$ cat src/rtl/ipm_pkg.sv
// ipm_pkg: shared widths, operation and status codes, controller types
// and the prefix mask helper for the IPv4 prefix match table.
// No dependencies.
package ipm_pkg;

  localparam int ENTRIES_DEF = 16;
  localparam int ADDR_W      = 32;
  localparam int LEN_W       = 6;
  localparam int ACT_W       = 8;
  localparam int FUNC_W      = 2;
  localparam int STAT_W      = 2;
  localparam int MAX_LEN     = 32;

  localparam logic [FUNC_W-1:0] FN_ADD    = 2'd0;
  localparam logic [FUNC_W-1:0] FN_LOOKUP = 2'd1;
  localparam logic [FUNC_W-1:0] FN_REMOVE = 2'd2;

  localparam logic [STAT_W-1:0] ST_DONE = 2'd0;
  localparam logic [STAT_W-1:0] ST_MISS = 2'd1;
  localparam logic [STAT_W-1:0] ST_FULL = 2'd2;

  typedef enum logic [2:0] {
    S_CLEAR,
    S_IDLE,
    S_SCAN,
    S_DRAIN,
    S_WRITE,
    S_DONE
  } state_t;

  typedef struct packed {
    logic clr_wr;
    logic capture;
    logic issue;
    logic write;
    logic load_result;
  } cmd_t;

  typedef struct packed {
    logic idx_last;
    logic wr_needed;
  } sts_t;

  function automatic logic [ADDR_W-1:0] len_mask(input logic [LEN_W-1:0] len);
    return ~({ADDR_W{1'b1}} >> len);
  endfunction

endpackage

$ cat src/rtl/ipm_req_if.sv
// ipm_req_if: request channel, valid/ready with operation payload.
// Depends on ipm_pkg.
interface ipm_req_if;
  logic                          valid;
  logic                          ready;
  logic [ipm_pkg::FUNC_W-1:0]    func;
  logic [ipm_pkg::ADDR_W-1:0]    addr;
  logic [ipm_pkg::LEN_W-1:0]     prefix_len;
  logic [ipm_pkg::ACT_W-1:0]     action_code;

  modport source (output valid, func, addr, prefix_len, action_code, input ready);
  modport sink   (input valid, func, addr, prefix_len, action_code, output ready);
endinterface

$ cat src/rtl/ipm_rsp_if.sv
// ipm_rsp_if: response channel, valid/ready with result payload.
// Depends on ipm_pkg.
interface ipm_rsp_if;
  logic                          valid;
  logic                          ready;
  logic [ipm_pkg::STAT_W-1:0]    status;
  logic [ipm_pkg::LEN_W-1:0]     match_len;
  logic [ipm_pkg::ACT_W-1:0]     match_action;

  modport source (output valid, status, match_len, match_action, input ready);
  modport sink   (input valid, status, match_len, match_action, output ready);
endinterface

$ cat src/rtl/ipm_datapath.sv
// ipm_datapath: entry memory, scan counter, match trackers and result register.
// Depends on ipm_pkg; driven by ipm_ctrl commands.
module ipm_datapath #(
  parameter int ENTRIES = ipm_pkg::ENTRIES_DEF
) (
  input  logic                       clk,
  input  logic                       rst,
  input  ipm_pkg::cmd_t              cmd,
  output ipm_pkg::sts_t              sts,
  input  logic [ipm_pkg::FUNC_W-1:0] func,
  input  logic [ipm_pkg::ADDR_W-1:0] addr,
  input  logic [ipm_pkg::LEN_W-1:0]  prefix_len,
  input  logic [ipm_pkg::ACT_W-1:0]  action_code,
  output logic [ipm_pkg::STAT_W-1:0] status,
  output logic [ipm_pkg::LEN_W-1:0]  match_len,
  output logic [ipm_pkg::ACT_W-1:0]  match_action
);

  localparam int IDX_W = (ENTRIES > 1) ? $clog2(ENTRIES) : 1;
  localparam logic [IDX_W-1:0] IDX_LAST = IDX_W'(ENTRIES - 1);

  typedef struct packed {
    logic                       valid;
    logic [ipm_pkg::LEN_W-1:0]  len;
    logic [ipm_pkg::ACT_W-1:0]  act;
    logic [ipm_pkg::ADDR_W-1:0] pfx;
  } entry_t;

  entry_t mem [ENTRIES];
  entry_t rd_data;
  entry_t wr_data;

  logic [IDX_W-1:0] idx;
  logic [IDX_W-1:0] rd_idx;
  logic             rd_vld;
  logic [IDX_W-1:0] wr_addr;
  logic             wr_en;
  logic             wr_needed;

  logic [ipm_pkg::FUNC_W-1:0] op_func;
  logic [ipm_pkg::ADDR_W-1:0] op_addr;
  logic [ipm_pkg::ADDR_W-1:0] op_pfx;
  logic [ipm_pkg::LEN_W-1:0]  op_len;
  logic [ipm_pkg::ACT_W-1:0]  op_act;
  logic [ipm_pkg::LEN_W-1:0]  len_sat;

  logic                       hit;
  logic [ipm_pkg::LEN_W-1:0]  best_len;
  logic [ipm_pkg::ACT_W-1:0]  best_act;
  logic                       exact_found;
  logic [IDX_W-1:0]           exact_slot;
  logic                       free_found;
  logic [IDX_W-1:0]           free_slot;

  logic is_exact;
  logic is_cover;

  assign len_sat = (prefix_len > ipm_pkg::LEN_W'(ipm_pkg::MAX_LEN)) ?
                   ipm_pkg::LEN_W'(ipm_pkg::MAX_LEN) : prefix_len;

  always_ff @(posedge clk) begin
    if (rst) begin
      idx <= '0;
    end else if (cmd.clr_wr || cmd.issue) begin
      idx <= (idx == IDX_LAST) ? '0 : idx + 1'b1;
    end
  end

  assign sts = '{idx_last: (idx == IDX_LAST), wr_needed: wr_needed};

  // request capture
  always_ff @(posedge clk) begin
    if (cmd.capture) begin
      op_func <= func;
      op_addr <= addr;
      op_len  <= len_sat;
      op_pfx  <= addr & ipm_pkg::len_mask(len_sat);
      op_act  <= action_code;
    end
  end

  // memory
  assign wr_en   = cmd.clr_wr || (cmd.write && wr_needed);
  assign wr_addr = cmd.clr_wr ? idx : (exact_found ? exact_slot : free_slot);

  always_comb begin
    wr_data = '0;
    if (!cmd.clr_wr) begin
      wr_data.valid = (op_func == ipm_pkg::FN_ADD);
      wr_data.len   = op_len;
      wr_data.act   = op_act;
      wr_data.pfx   = op_pfx;
    end
  end

  always_ff @(posedge clk) begin
    if (wr_en) begin
      mem[wr_addr] <= wr_data;
    end
  end

  always_ff @(posedge clk) begin
    if (cmd.issue) begin
      rd_data <= mem[idx];
      rd_idx  <= idx;
    end
  end

  always_ff @(posedge clk) begin
    if (rst) begin
      rd_vld <= 1'b0;
    end else begin
      rd_vld <= cmd.issue;
    end
  end

  // per-entry compare
  assign is_exact = rd_data.valid && (rd_data.len == op_len) && (rd_data.pfx == op_pfx);
  assign is_cover = rd_data.valid &&
                    ((op_addr & ipm_pkg::len_mask(rd_data.len)) == rd_data.pfx);

  always_ff @(posedge clk) begin
    if (rst || cmd.capture) begin
      hit         <= 1'b0;
      exact_found <= 1'b0;
      free_found  <= 1'b0;
    end else if (rd_vld) begin
      if (is_cover && (!hit || rd_data.len > best_len)) begin
        hit <= 1'b1;
      end
      if (is_exact && !exact_found) begin
        exact_found <= 1'b1;
      end
      if (!rd_data.valid && !free_found) begin
        free_found <= 1'b1;
      end
    end
  end

  always_ff @(posedge clk) begin
    if (rd_vld) begin
      if (is_cover && (!hit || rd_data.len > best_len)) begin
        best_len <= rd_data.len;
        best_act <= rd_data.act;
      end
      if (is_exact && !exact_found) begin
        exact_slot <= rd_idx;
      end
      if (!rd_data.valid && !free_found) begin
        free_slot <= rd_idx;
      end
    end
  end

  always_comb begin
    unique case (op_func)
      ipm_pkg::FN_ADD:    wr_needed = exact_found || free_found;
      ipm_pkg::FN_REMOVE: wr_needed = exact_found;
      default:            wr_needed = 1'b0;
    endcase
  end

  // result register
  always_ff @(posedge clk) begin
    if (cmd.load_result) begin
      match_len    <= '0;
      match_action <= '0;
      unique case (op_func)
        ipm_pkg::FN_ADD: begin
          status <= wr_needed ? ipm_pkg::ST_DONE : ipm_pkg::ST_FULL;
        end
        ipm_pkg::FN_LOOKUP: begin
          status <= hit ? ipm_pkg::ST_DONE : ipm_pkg::ST_MISS;
          if (hit) begin
            match_len    <= best_len;
            match_action <= best_act;
          end
        end
        ipm_pkg::FN_REMOVE: begin
          status <= wr_needed ? ipm_pkg::ST_DONE : ipm_pkg::ST_MISS;
        end
        default: begin
          status <= ipm_pkg::ST_MISS;
        end
      endcase
    end
  end

endmodule

$ cat src/rtl/ipm_ctrl.sv
// ipm_ctrl: operation sequencer (clear pass, scan, write-back, result hand-off).
// Depends on ipm_pkg; commands ipm_datapath.
module ipm_ctrl (
  input  logic          clk,
  input  logic          rst,
  input  logic          req_valid,
  output logic          req_ready,
  output logic          rsp_valid,
  input  logic          rsp_ready,
  output ipm_pkg::cmd_t cmd,
  input  ipm_pkg::sts_t sts
);

  ipm_pkg::state_t state;
  ipm_pkg::state_t state_next;
  logic            rsp_valid_next;

  always_ff @(posedge clk) begin
    if (rst) begin
      state     <= ipm_pkg::S_CLEAR;
      rsp_valid <= 1'b0;
    end else begin
      state     <= state_next;
      rsp_valid <= rsp_valid_next;
    end
  end

  always_comb begin
    state_next = state;
    cmd        = '0;
    req_ready  = 1'b0;
    unique case (state)
      ipm_pkg::S_CLEAR: begin
        cmd.clr_wr = 1'b1;
        if (sts.idx_last) begin
          state_next = ipm_pkg::S_IDLE;
        end
      end
      ipm_pkg::S_IDLE: begin
        req_ready = 1'b1;
        if (req_valid) begin
          cmd.capture = 1'b1;
          state_next  = ipm_pkg::S_SCAN;
        end
      end
      ipm_pkg::S_SCAN: begin
        cmd.issue = 1'b1;
        if (sts.idx_last) begin
          state_next = ipm_pkg::S_DRAIN;
        end
      end
      ipm_pkg::S_DRAIN: begin
        state_next = ipm_pkg::S_WRITE;
      end
      ipm_pkg::S_WRITE: begin
        cmd.write  = 1'b1;
        state_next = ipm_pkg::S_DONE;
      end
      ipm_pkg::S_DONE: begin
        if (!rsp_valid || rsp_ready) begin
          cmd.load_result = 1'b1;
          state_next      = ipm_pkg::S_IDLE;
        end
      end
      default: begin
        state_next = ipm_pkg::S_CLEAR;
      end
    endcase
    rsp_valid_next = cmd.load_result || (rsp_valid && !rsp_ready);
  end

endmodule

$ cat src/rtl/ip_prefix_match_table.sv
// ip_prefix_match_table: IPv4 longest-prefix table, add / lookup / remove.
// Sequence: request taken when idle, scan of every entry, drain, write-back,
// result registered to the response. One transaction at a time: request
// ready is high only in idle; each operation reads every entry once.
// Reset: synchronous; a clearing pass over every entry follows, request
// ready low throughout. Depends on ipm_pkg, ipm_req_if, ipm_rsp_if.
module ip_prefix_match_table #(
  parameter int ENTRIES = ipm_pkg::ENTRIES_DEF
) (
  input  logic      clk,
  input  logic      rst,
  ipm_req_if.sink   req,
  ipm_rsp_if.source rsp
);

  ipm_pkg::cmd_t cmd;
  ipm_pkg::sts_t sts;

  ipm_ctrl u_ctrl (
    .clk       (clk),
    .rst       (rst),
    .req_valid (req.valid),
    .req_ready (req.ready),
    .rsp_valid (rsp.valid),
    .rsp_ready (rsp.ready),
    .cmd       (cmd),
    .sts       (sts)
  );

  ipm_datapath #(
    .ENTRIES (ENTRIES)
  ) u_datapath (
    .clk          (clk),
    .rst          (rst),
    .cmd          (cmd),
    .sts          (sts),
    .func         (req.func),
    .addr         (req.addr),
    .prefix_len   (req.prefix_len),
    .action_code  (req.action_code),
    .status       (rsp.status),
    .match_len    (rsp.match_len),
    .match_action (rsp.match_action)
  );

endmodule
$ cat src/flat_wrapper.sv
// flat-port wrapper written by rule: the top's interface ports become plain ports
module ip_prefix_match_table_flat 
#(
  parameter int ENTRIES = ipm_pkg::ENTRIES_DEF
)
  (clk, rst, req_valid, req_func, req_addr, req_prefix_len, req_action_code, req_ready, rsp_valid, rsp_status, rsp_match_len, rsp_match_action, rsp_ready);
  ipm_req_if req_i ();
  ipm_rsp_if rsp_i ();
  input  logic clk;
  input  logic rst;
  input wire logic [$bits(req_i.valid)-1:0] req_valid;
  input wire logic [$bits(req_i.func)-1:0] req_func;
  input wire logic [$bits(req_i.addr)-1:0] req_addr;
  input wire logic [$bits(req_i.prefix_len)-1:0] req_prefix_len;
  input wire logic [$bits(req_i.action_code)-1:0] req_action_code;
  output wire logic [$bits(req_i.ready)-1:0] req_ready;
  output wire logic [$bits(rsp_i.valid)-1:0] rsp_valid;
  output wire logic [$bits(rsp_i.status)-1:0] rsp_status;
  output wire logic [$bits(rsp_i.match_len)-1:0] rsp_match_len;
  output wire logic [$bits(rsp_i.match_action)-1:0] rsp_match_action;
  input wire logic [$bits(rsp_i.ready)-1:0] rsp_ready;
  assign req_i.valid = req_valid;
  assign req_i.func = req_func;
  assign req_i.addr = req_addr;
  assign req_i.prefix_len = req_prefix_len;
  assign req_i.action_code = req_action_code;
  assign req_ready = req_i.ready;
  assign rsp_valid = rsp_i.valid;
  assign rsp_status = rsp_i.status;
  assign rsp_match_len = rsp_i.match_len;
  assign rsp_match_action = rsp_i.match_action;
  assign rsp_i.ready = rsp_ready;
  ip_prefix_match_table #(.ENTRIES(ENTRIES)) u_core (.clk(clk), .rst(rst), .req(req_i), .rsp(rsp_i));
endmodule
$ cat config.mk
export PLATFORM = sky130hd
export DESIGN_NAME = ip_prefix_match_table_flat
export DESIGN_NICKNAME = d
export VERILOG_FILES = /design/src/rtl/ipm_pkg.sv /design/src/rtl/ipm_req_if.sv /design/src/rtl/ipm_rsp_if.sv /design/src/rtl/ipm_datapath.sv /design/src/rtl/ipm_ctrl.sv /design/src/rtl/ip_prefix_match_table.sv /design/src/flat_wrapper.sv
export SDC_FILE = /design/constraint.sdc
export NUM_CORES = 1
export LEC_CHECK = 0
export BUFFER_PORTS_ARGS = -buffer_cell sky130_fd_sc_hd__buf_2
export CORE_MARGIN = 2
export CORE_UTILIZATION = 65
export CTS_BUF_LIST = sky130_fd_sc_hd__clkbuf_8
export DETAILED_ROUTE_END_ITERATION = 8
export PLACE_DENSITY = 0.87
export SLEW_MARGIN = 20
export SYNTH_ARGS = -nofsm -noshare
export SYNTH_HDL_FRONTEND = slang
export SYNTH_HIERARCHICAL = 1
export SYNTH_SLANG_ARGS = --single-unit
$ cat constraint.sdc
create_clock -name clk -period 4.7 [get_ports clk]
set_clock_uncertainty 0.1 [all_clocks]
set_input_delay 0.94 -clock clk [delete_from_list [all_inputs] [get_ports clk]]
set_output_delay 0.94 -clock clk [all_outputs]
set_load 0.005 [all_outputs]
==> results of run 1 <==
registers in the layout, summed over array words and instances (netlist names), 8 cells and up:
name and count:
u_core/u_datapath/best_act 8, u_core/u_datapath/match_action 8, u_core/u_datapath/mem 752, u_core/u_datapath/op_act 8, u_core/u_datapath/op_addr 32, u_core/u_datapath/op_pfx 32
u_core/u_datapath/rd_data 47
power breakdown:
part / switching, mW / internal (mW)
Clock: 3.01 / 2.92
Combinational: 0.477 / 0.440
Sequential: 0.0725 / 9.23
Total: 3.56 / 12.6
cell type report:
cell class              count  share of cell area [%]
diodes                      3                  0.0184
clock buffers             148                    5.00
clock inverters           100                    1.09
inverters                  21                   0.193
multi-input cells         704                    21.1
flip-flops and latches    933                    68.5
well taps                 756                    2.32
repair buffers            106                    1.81
routing by layer:
| metal | global-route usage [%] | routed length [um] |
|---|---|---|
| met5 | 0 | 73 |
| met4 | 13.8 | 3050 |
| met3 | 7.63 | 11000 |
| met2 | 48.5 | 43400 |
| met1 | 44.0 | 32200 |
worst max path at each step:
stage | end | slack [ns] | from | cells past startpoint
6_report | u_core/u_datapath/best_act[6]$_DFFE_PP_ | 1.31 | u_core/u_datapath/rd_data[41]$_DFFE_PP_ | 8
5_1_grt | u_core/u_datapath/best_act[2]$_DFFE_PP_ | 1.09 | u_core/u_datapath/rd_data[41]$_DFFE_PP_ | 8
4_1_cts | u_core/u_datapath/best_act[2]$_DFFE_PP_ | 1.39 | u_core/u_datapath/rd_data[41]$_DFFE_PP_ | 8
3_5_place_dp | u_core/u_datapath/best_act[0]$_DFFE_PP_ | 1.40 | u_core/u_datapath/rd_data[43]$_DFFE_PP_ | 8
3_3_place_gp | u_core/u_datapath/best_act[6]$_DFFE_PP_ | 1.41 | u_core/u_datapath/rd_data[41]$_DFFE_PP_ | 8
2_1_floorplan | u_core/u_datapath/mem[15][0]$_DFFE_PP_ | 0.77 | u_core/u_ctrl/state[2]$_SDFFE_PP0P_ | 7
stage by stage:
stage	hold slack, ns	area [sq um]	power (mW)	utilization [%]	instances
floorplan	0.300	36800	10.1	-	1747
global placement	0.306	38200	10.3	68.1	2520
detailed placement	0.307	38200	10.4	68.1	2520
CTS	0.164	40700	16.2	72.5	2768
global route	0.189	40800	16.6	72.6	2770
finish	0.217	40800	16.1	72.6	2771
==> metrics.txt, run 1 <==
status=completed; peak fanout along the critical path=25; setup repair bufs after CTS=0; total global routing overflow=0; Initial DRC Count=2781; commonest cells after routing, fill and taps aside=edfxtp_1 (921), mux4_2 (235), clkbuf_8 (148); Final Critical Period=3.39 ns; largest net degree at the start of global routing=83; DRT Pass-1 Iters=5; register area=around 28000 sq um; CP max stage cell=edfxtp_1; pwr dens=roughly 400 nW/um^2; Hold Fails Final Rpt=0; hold crit path type=primary input to flop; Bufs and invs on worst path=1; CP arrival=between 3 and 4 ns; largest incremental delay on the critical path=1.03 ns; Max Cap Viol=0; Max Fclk=0.295 GHz; CP endpoint kind=flop; Hold Crit Depth=1; initial antenna violation count=8; Max VDD drop=0.308 mV; Reg2Reg Setup Slack=1.31 ns; Final nets=a little under 2000; Routed WL=89.7 mm; worst skew pair latency=0.80 ns; hold wc startpoint=req_action_code[0]; syn_area_per_cell=21.1 sq um; Setup TNS=0 ns; cts bufs inserted=around 140; Multi-input gate area=8600 sq um; port buffer count=just under 70; CP required=5.08 ns; Pins Over Slew Limit=0; drc violations=0; CTS tree=yes; Syn-to-layout area delta=10.7%; clock buffer depth=3; fill count=3086; vias per cell=6.90; Worst Slack Setup Final=1.31 ns; routability-driven placement congestion ratio=a little under 1; Reg2Reg Depth=8; row count=between 80 and 90; CTS Hold Bufs=0; mean routed wirelength per cell=32.4 um; Netlist Area Pre-Place=approximately 37000 sq um; Worst Hold End=u_core/u_datapath/op_act[0]$_DFFE_PP_; Synth Warn #=6; H-tree Lvls=4; worst-margin pin slew=1.12 ns; Die Ht=242 um; share of cells above drive strength 1=28.0%; first-pass GRT wire length=130 mm; dpl ws=between 1 and 1.5 ns; CTS resizes=0; Worst R2R Start=u_core/u_datapath/rd_data[41]$_DFFE_PP_; Die ar.=58600 sq um; most common library cell in the layout ignoring fill and taps=edfxtp_1; Starting Density=approximately 66%; via count=around 19000; vias in the first global route=19600; core area=56200 sq um; worst relative slew slack=25.0%; Critical R2R Capture=u_core/u_datapath/best_act[6]$_DFFE_PP_; RSZ-0062 raised after global routing=false; HPWL after DPL=between 50 and 60 mm; cells along the critical path=ha_1 > nand4_1 > nor2_1 > a2111oi_0 > o2111a_1 > nand3_1 > nor4b_4 > buf_4; Die W=roughly 240 um; Final setup viols=0; Setup CP Type=flop to flop; root buf cell=clkbuf_8; Reg clk slew, reported paths=0.07 ns; Synth Instances=1747; total track usage=31.5%; Antenna Nets Post-Route=0; syn nets=1806; crit path launch type=flop; Pleak=13.2 nW; IO Pins=70; kind of cell adding the most delay to the critical path=flip-flops; Period Utilization, post-route=between 70% and 80%; Clock Sink Count=between 900 and 1000
(Power assumes the default switching activity.)
==> run 2: changes to the inputs <==
==> constraint.sdc (replaced) <==
create_clock -name clk -period 3.4 [get_ports clk]
set_clock_uncertainty 0.1 [all_clocks]
set_input_delay 0.68 -clock clk [delete_from_list [all_inputs] [get_ports clk]]
set_output_delay 0.68 -clock clk [all_outputs]
set_load 0.005 [all_outputs]
==> run 2 against run 1 <==
Net effect: cell count grew 2.2%; design area grew 1.4%; register-to-register slack lost 1.0 ns; combinational power grew 57%; core utilization grew 1.0 points; worst setup slack lost 1.0 ns; count of clock-buffer cells in the layout shrank 2; total power grew 40%; flip-flop and latch count is the same; worst hold slack lost 0.15 ns; non-clock buffer count grew 53; wire length grew 9.2%; critical path type unchanged; largest cell class unchanged; highest routed layer unchanged.
==> metrics.txt, run 2 (synthesis results as in run 1) <==
Reg2Reg Setup Slack=0.26 ns; Hold Crit Depth=1; hold crit path type=primary input to flop; Setup CP Type=flop to flop; Worst Hold End=u_core/u_datapath/op_addr[8]$_DFFE_PP_; CP endpoint kind=flop; Final setup viols=0; cts bufs inserted=roughly 140; share of cells above drive strength 1=between 20% and 30%; crit path launch type=flop; total global routing overflow=0; core area=56200 sq um; Worst R2R Start=u_core/u_ctrl/state[2]$_SDFFE_PP0P_; H-tree Lvls=4; placed cells=2555; Die ar.=between 50000 and 60000 sq um; vias in the first global route=20400; mean routed wirelength per cell=around 35 um; worst relative slew slack=19.0%; row count=87; Pleak=about 13 nW; status=completed; Hold Fails Final Rpt=0; CP arrival=approximately 3.5 ns; Core Util, Final=73.6%; most common library cell in the layout ignoring fill and taps=edfxtp_1; peak fanout along the critical path=30; post-route insts no fill=2831; Routed WL=97.9 mm; Die Ht=242 um; via count=19800; port buffer count=69; Multi-input gate area=8610 sq um; worst hold margin=around 0.069 ns; initial antenna violation count=11; IO Pins=70; max FFs per register=752; pwr dens=546 nW/um^2; RSZ-0062 raised after global routing=false; root buf cell=clkbuf_8; Pins Over Slew Limit=0; Period Utilization, post-route=92.3%; HPWL after DPL=60.1 mm; Syn-to-layout area delta=12.3%; largest reg by FF count=u_core/u_datapath/mem; vias per cell=7.01; total track usage=34.5%; Antenna Nets Post-Route=0; fill count=2879; DRT Pass-1 Iters=6; routability-driven placement congestion ratio=0.907; Reg2Reg Depth=7; worst-margin pin slew=1.21 ns; CTS tree=yes; Top Registers=u_core/u_datapath/mem x752, u_core/u_datapath/rd_data x47; register area=27900 sq um; drc violations=0; Clock Sink Count=933; Final Critical Period=3.14 ns; Initial DRC Count=3494; CP required=3.75 ns; commonest cells after routing, fill and taps aside=edfxtp_1 (921), mux4_2 (235), clkbuf_8 (146); CTS resizes=0; Reg clk slew, reported paths=~0.060 ns; Die W=242 um; Starting Density=65.5%; Max VDD drop=about 0.5 mV; Max Fclk=0.319 GHz; clock buffer depth=3; first-pass GRT wire length=142 mm; Max Cap Viol=0; largest net degree at the start of global routing=52; Critical R2R Capture=u_core/u_datapath/mem[6][9]$_DFFE_PP_; Final nets=2020; hold wc startpoint=req_addr[8]; worst skew pair latency=0.80 ns
-- run 2: layout make-up --
cell class | instances | area share [%]
multi-input cells | 704 | 20.8
flip-flops and latches | 933 | 67.5
clock inverters | 103 | 1.12
clock buffers | 146 | 4.86
well taps | 756 | 2.29
diodes | 9 | 0.0545
repair buffers | 159 | 3.15
inverters | 21 | 0.191
-- run 2: layer usage --
metal | share of wire (%) | vias to the layer above | track usage (%) | wire (um)
li1 | - | 7693 | - | -
met1 | 33 | 9942 | 45.5 | 32600
met2 | 46 | 1823 | 51.4 | 45400
met3 | 15 | 375 | 12.7 | 14700
met4 | 5.3 | 12 | 17.7 | 5180
met5 | 0.078 | - | 0 | 76
-- run 2: what timing repair did --
action,CTS,global route
hold buffers,18,0
endpoints found under the hold margin,18,0
setup buffers,0,0
-- run 2: power breakdown --
part           total (mW)  internal (mW)  switching [mW]
combinational        1.44          0.657           0.780
clock                8.27           4.05            4.22
sequential           12.9           12.8           0.106
total                22.6           17.5            5.10
-- run 2: worst max path at each step --
stage	end	cells after the start	start
CTS	u_core/u_datapath/mem[6][9]$_DFFE_PP_	7	u_core/u_ctrl/state[0]$_SDFFE_PP0P_
finish	u_core/u_datapath/mem[6][9]$_DFFE_PP_	7	u_core/u_ctrl/state[2]$_SDFFE_PP0P_
floorplan	u_core/u_datapath/mem[15][0]$_DFFE_PP_	7	u_core/u_ctrl/state[2]$_SDFFE_PP0P_
global route	u_core/u_datapath/mem[6][9]$_DFFE_PP_	7	u_core/u_ctrl/state[0]$_SDFFE_PP0P_
global placement	u_core/u_datapath/best_act[2]$_DFFE_PP_	7	u_core/u_datapath/rd_data[41]$_DFFE_PP_
detailed placement	u_core/u_datapath/mem[6][5]$_DFFE_PP_	7	u_core/u_ctrl/state[2]$_SDFFE_PP0P_
-- run 2: critical path, cell delays in order (launching register included) --
cell and delay (ns):
dfxtp_1 0.38, nor3_2 0.59, buf_4 0.28, nand2_1 0.11, o21ai_0 0.19, nand2_1 0.34, nor2_4 0.48, buf_12 0.29
-- run 2: per-stage QoR --
| step | setup TNS (ns) | area, sq um | setup WS [ns] | total power, mW |
|---|---|---|---|---|
| 2_1_floorplan | -345.50 | 36800 | -0.534 | 13.9 |
| 3_3_place_gp | 0 | 38600 | 0.584 | 14.4 |
| 3_5_place_dp | 0 | 38600 | 0.348 | 14.5 |
| 4_1_cts | 0 | 41300 | 0.326 | 22.6 |
| 5_1_grt | 0 | 41300 | 0.151 | 23.1 |
| 6_report | 0 | 41300 | 0.261 | 22.6 |
